<file path="src/hw/rtl/wlsm_pkg.sv">
package wlsm_pkg;

	localparam int NumLayers = 256;
	localparam int IdW = 8;
	localparam int HtW = 9;

	localparam logic [2:0] ActAlloc   = 3'd0;
	localparam logic [2:0] ActSize    = 3'd1;
	localparam logic [2:0] ActHeight  = 3'd2;
	localparam logic [2:0] ActSlide   = 3'd3;
	localparam logic [2:0] ActRefresh = 3'd4;
	localparam logic [2:0] ActFree    = 3'd5;

	localparam logic [1:0] KindAck    = 2'd0;
	localparam logic [1:0] KindMap    = 2'd1;
	localparam logic [1:0] KindRedraw = 2'd2;

	// one queued redraw command before clipping
	typedef struct packed {
		logic [1:0]         kind;
		logic               status;
		logic [7:0]         layer;
		logic signed [14:0] x0;
		logic signed [14:0] y0;
		logic signed [14:0] x1;
		logic signed [14:0] y1;
		logic signed [9:0]  from_h;
		logic signed [8:0]  to_h;
		logic               last;
	} cmd_t;

	function automatic logic [11:0] clip(input logic signed [14:0] v, input logic [11:0] hi);
		logic [11:0] r;
		if (v < 0) begin
			r = '0;
		end else if (v > $signed({3'b0, hi})) begin
			r = hi;
		end else begin
			r = v[11:0];
		end
		return r;
	endfunction

endpackage

</file>
<file path="src/hw/rtl/wlsm_emit.sv">
module wlsm_emit
	import wlsm_pkg::*;
(
	input  logic        clk,
	input  logic        arst_n,
	input  logic        emit_valid,
	input  cmd_t        emit_cmd,
	input  logic [11:0] scr_w,
	input  logic [11:0] scr_h,
	output logic        done,
	output logic [1:0]  kind,
	output logic        status,
	output logic [7:0]  layer_out,
	output logic [11:0] rect_x0,
	output logic [11:0] rect_y0,
	output logic [11:0] rect_x1,
	output logic [11:0] rect_y1,
	output logic signed [9:0] from_height,
	output logic signed [8:0] to_height,
	output logic        last
);
	// registered result port with clipping
	cmd_t c_q;

	always_ff @(posedge clk or negedge arst_n) begin
		if (!arst_n) begin
			done <= 1'b0;
		end else begin
			done <= emit_valid;
		end
	end

	always_ff @(posedge clk) begin
		if (emit_valid) begin
			c_q <= emit_cmd;
		end
	end

	always_comb begin
		kind        = c_q.kind;
		status      = c_q.status;
		layer_out   = c_q.layer;
		last        = c_q.last;
		if (c_q.kind == KindAck) begin
			rect_x0 = '0;
			rect_y0 = '0;
			rect_x1 = '0;
			rect_y1 = '0;
			from_height = '0;
			to_height = '0;
		end else begin
			rect_x0 = clip(c_q.x0, scr_w);
			rect_y0 = clip(c_q.y0, scr_h);
			rect_x1 = clip(c_q.x1, scr_w);
			rect_y1 = clip(c_q.y1, scr_h);
			from_height = c_q.from_h;
			to_height = c_q.to_h;
		end
	end
endmodule

</file>
<file path="config.mk">
export PLATFORM = sky130hd
export DESIGN_NAME = wlsm_emit
export DESIGN_NICKNAME = d
export VERILOG_FILES = /design/src/hw/rtl/wlsm_pkg.sv /design/src/hw/rtl/wlsm_emit.sv
export SDC_FILE = /design/constraint.sdc
export NUM_CORES = 1
export LEC_CHECK = 0
export ABC_AREA = 1
export BUFFER_PORTS_ARGS = -buffer_cell sky130_fd_sc_hd__buf_2
export CAP_MARGIN = 20
export CORE_MARGIN = 4
export CORE_UTILIZATION = 54
export CTS_CLUSTER_DIAMETER = 120
export DETAILED_ROUTE_END_ITERATION = 10
export PLACE_DENSITY = 0.93
export SKIP_CTS_REPAIR_TIMING = 1
export SLEW_MARGIN = 20
export SYNTH_ARGS = -nofsm -noshare
export SYNTH_HDL_FRONTEND = slang
export SYNTH_SLANG_ARGS = --single-unit
</file>
<file path="constraint.sdc">
create_clock -name clk -period 3.7 [get_ports clk]
set_input_delay 0.74 -clock clk [delete_from_list [all_inputs] [get_ports clk]]
set_output_delay 0.74 -clock clk [all_outputs]
set_load 0.005 [all_outputs]
</file>
* Word level (Yosys, flattened, before mapping)
Cells that the tools add are included.
** Word-level totals
- Register bits :: 92
- Input port bits :: 118
- Output and inout bits :: 80
- Logic and storage cells :: 34
** Cells by class
- $lt $le $gt $ge :: 8
- Muxes and demuxes :: 14
- Reduce and logical (&&, ||, !) cells :: 1
** Operator list (number)
- two-way mux 12 bit :: 12
- > comparator 15 x 13 -> 1 bit :: 4
- less-than comparator 15 x 1 -> 1 bit (second input constant) :: 4
- two-way mux 10 bit :: 1
- two-way mux 9 bit :: 1
- logical NOT 2 bit :: 1

* Logic depth before layout (Yosys ltp)
- Depth after elaboration :: 4
- Gate-level depth with buffers :: 13
- Gate-level depth less buffers :: 12

* Worst setup path before layout
Ideal clock, no wire load.
- Path type :: input port to output port
- Start point :: input scr_h[8]
- End point :: output rect_y1[10]
- Arrival time :: 1919 ps
- Required time :: 2960 ps
- Path slack :: 1041 ps
- Stages on the path :: 12
- Buffers on the path :: 1
- Path through :: inv_1 -> ha_1 -> nand2_1 -> inv_1 -> o21ai_0 -> nand2_1 -> nor2_2 -> nand2_4 -> buf_6 -> nand3_1 -> nand2_1 -> nor2_1
** Between the ends
- Longest elaborated chain between the ends :: 4
** RTL lines
- start, declared :: RTL line wlsm_emit.sv:9 : input logic [11:0] scr_h,
- > comparator 15 x 13 -> 1 bit :: RTL line wlsm_pkg.sv:36 : end else if (v > $signed({3'b0, hi})) begin
- two-way mux 12 bit :: RTL line wlsm_pkg.sv:36
- two-way mux 12 bit :: RTL line wlsm_pkg.sv:34 : if (v < 0) begin
- two-way mux 12 bit :: RTL line wlsm_emit.sv:44 : if (c_q.kind == KindAck) begin
- end, declared :: RTL line wlsm_emit.sv:17 : output logic [11:0] rect_y1,
Every way passes these cells.

* Worst setup path after layout
- Start point :: input scr_h[10]
- End point :: output rect_y1[4]
Same word-level chain as after synthesis.

==> run summary <==
run status: finished clean
largest net degree at the start of global routing: 93
top routing layer used: met4
clk root buf: clkbuf_8
post-synthesis sequential area ratio: 0.510
Synth Cell Area: 5410 sq um
Final Critical Period: 3410 ps
DR DRC count: 0
crit-path max cell delay: 710 ps
syn_nets: 756
final count of hold timing violations: 0
leakage power: 0.00334 uW
vias after detailed routing: 4575
Crit path depth: 11
Fill cells: 780
max cap viols: 0
Worst setup SP type: input pin
core area: 9770 sq um
die area: 11700 sq um
GRT Total Usage: 0.229
TritonCTS Sinks: 92
CP Cell Sequence: buf_2 > inv_1 > ha_1 > nand2_1 > nor2_1 > nand2_2 > nor2_2 > nor2_2 > a21oi_1 > nor2_1 > buf_2
largest family of logic cells by synthesized area: simple AND/OR/NAND/NOR gates
setup TNS: 0 ps
period utilisation layout: 0.923
Slew Viols, Final: 0
Req. time, crit path: 2960 ps
Max Fclk: 293 MHz
RSZ-0062 raised after global routing: no
max_slew headroom: 0.371
Setup crit end kind: primary output
Die Y: 108 um
post-synth cell types: 20
global-route wire length before repair: 20.6 mm
remaining antenna violation count: 0
Clk pin slew, worst setup/hold paths: 80 ps
antenna violations before repair: 0
GPL Wtd Cong: 0.897
endpoints failing setup: 0
simple logic cell fraction of the synthesized area: 0.218
worst vdd ir: 0.348 mV
peak fanout along the critical path: 24
Detailed Routing Iterations Pass 1: 6
Routed WL per cell: 14.5 um
Max Root-Sink Buffers: 2
Initial DRC Count: 462
Final nets: 942
WHS: 131 ps
area growth from synthesis to layout: 21.8%
Mapped Cells: 590
layout cells sized above 1: 0.307
post-synthesis compound-gate area fraction: 0.0627
Synth Area per Inst: 9.17 sq um
H-tree depth: 3
num rows: 36
footprint of the multi-input gates: 2120 sq um
most common cell after layout, fill and taps aside: buf_2
Final HPWL DP: 10.3 mm
XOR/XNOR share of the synthesized area: 0
Critical Path Source: scr_h[10]
crit path DAT: 2670 ps
Synth Area in Adders: 0.111
DR WL met3: 943 um
TritonCTS Buffers: 9
Seq cells post-synth: 92
Worst-Margin Slew: 943 ps
mux contribution to synthesized area: 0
yosys warns: 0
drt total wl: 13.3 mm
CP bufs+invs: 3
GRT overflow: 0
most frequent cells in the layout: buf_2 (196), nand2_1 (113), edfxtp_1 (91)
n_diodes: 0
Die X: 108 um
met2 wire length: 6.56 mm
CTS tree: done
number of I/O pins: 198
CP delay by family, top: simple AND/OR/NAND/NOR gates
initial core utilization: 0.554
pwr dens: 374 nW/um^2
critical path class: input pin to primary output
vias per cell: 5.01
CP max stage cell: nor2_2
Hold/Removal Path Class: input pin to async pin
port bufs: 197
Metal-1 WL: 5.54 mm
storage element area: 2760 sq um
number of global-route vias before repair: 4322
## Yosys cell counts (all sizes together)
library cell | number | area share
ha | 48 | 0.11
clkbuf | 1 | 0.00069
inv | 75 | 0.052
clkinv | 2 | 0.0014
nor3 | 3 | 0.0055
nand2 | 118 | 0.085
nor2 | 95 | 0.069
o21ai | 1 | 0.00092
nand3 | 57 | 0.053
nand3b | 4 | 0.0055
edfxtp | 91 | 0.50
dfrtp | 1 | 0.0046
buf | 31 | 0.045
a21oi | 63 | 0.062
## final timing paths
| path | endpoint | slack (ps) |
|---|---|---|
| max | rect_y1[4] | 290 |
| min | done | 130 |
| max in group asynchronous | done | 3490 |
| min in group clk | c_q[55] | 540 |
## cell type report
class                   count  share of cell area
multi-input cells         389               0.322
flip-flops and latches     92               0.418
clock inverters             6             0.00968
clock buffers              10              0.0194
inverters                  77              0.0438
repair buffers            207               0.162
well taps                 133              0.0252
## power by group
part | leakage, uW | total, uW | switching [uW] | internal [uW]
Clock | 0.0000959 | 656 | 343 | 313
Sequential | 0.000902 | 1280 | 42.8 | 1240
Combinational | 0.00234 | 531 | 302 | 229
Total | 0.00334 | 2470 | 688 | 1780
## metal layers
metal | track usage | up-vias
met5 | 0 | -
met4 | 0.0622 | 0
met3 | 0.0663 | 19
met2 | 0.385 | 171
met1 | 0.291 | 2069
li1 | - | 2316
## kinds of logic after synthesis
group           Yosys count
simple gates            277
buf+inv                 109
flops                    92
compound gates           64
fa+ha+maj                48
## sequential cells by signal, summed over array words and instances (netlist names)
register   count
status         1
c_q           79
kind           2
layer_out      8
done           1
last           1
## stage by stage
step	power, uW	worst slack, ps	instance area (sq um)	cells	util
floorplan	1610	1040	5410	590	-
global placement	1810	375	6400	898	0.654
detailed placement	1830	342	6400	898	0.654
CTS	2500	337	6590	914	0.674
global route	2620	95.6	6590	914	0.674
finish	2470	286	6590	914	0.674
Note: power is estimated with default switching activity, not from simulation.
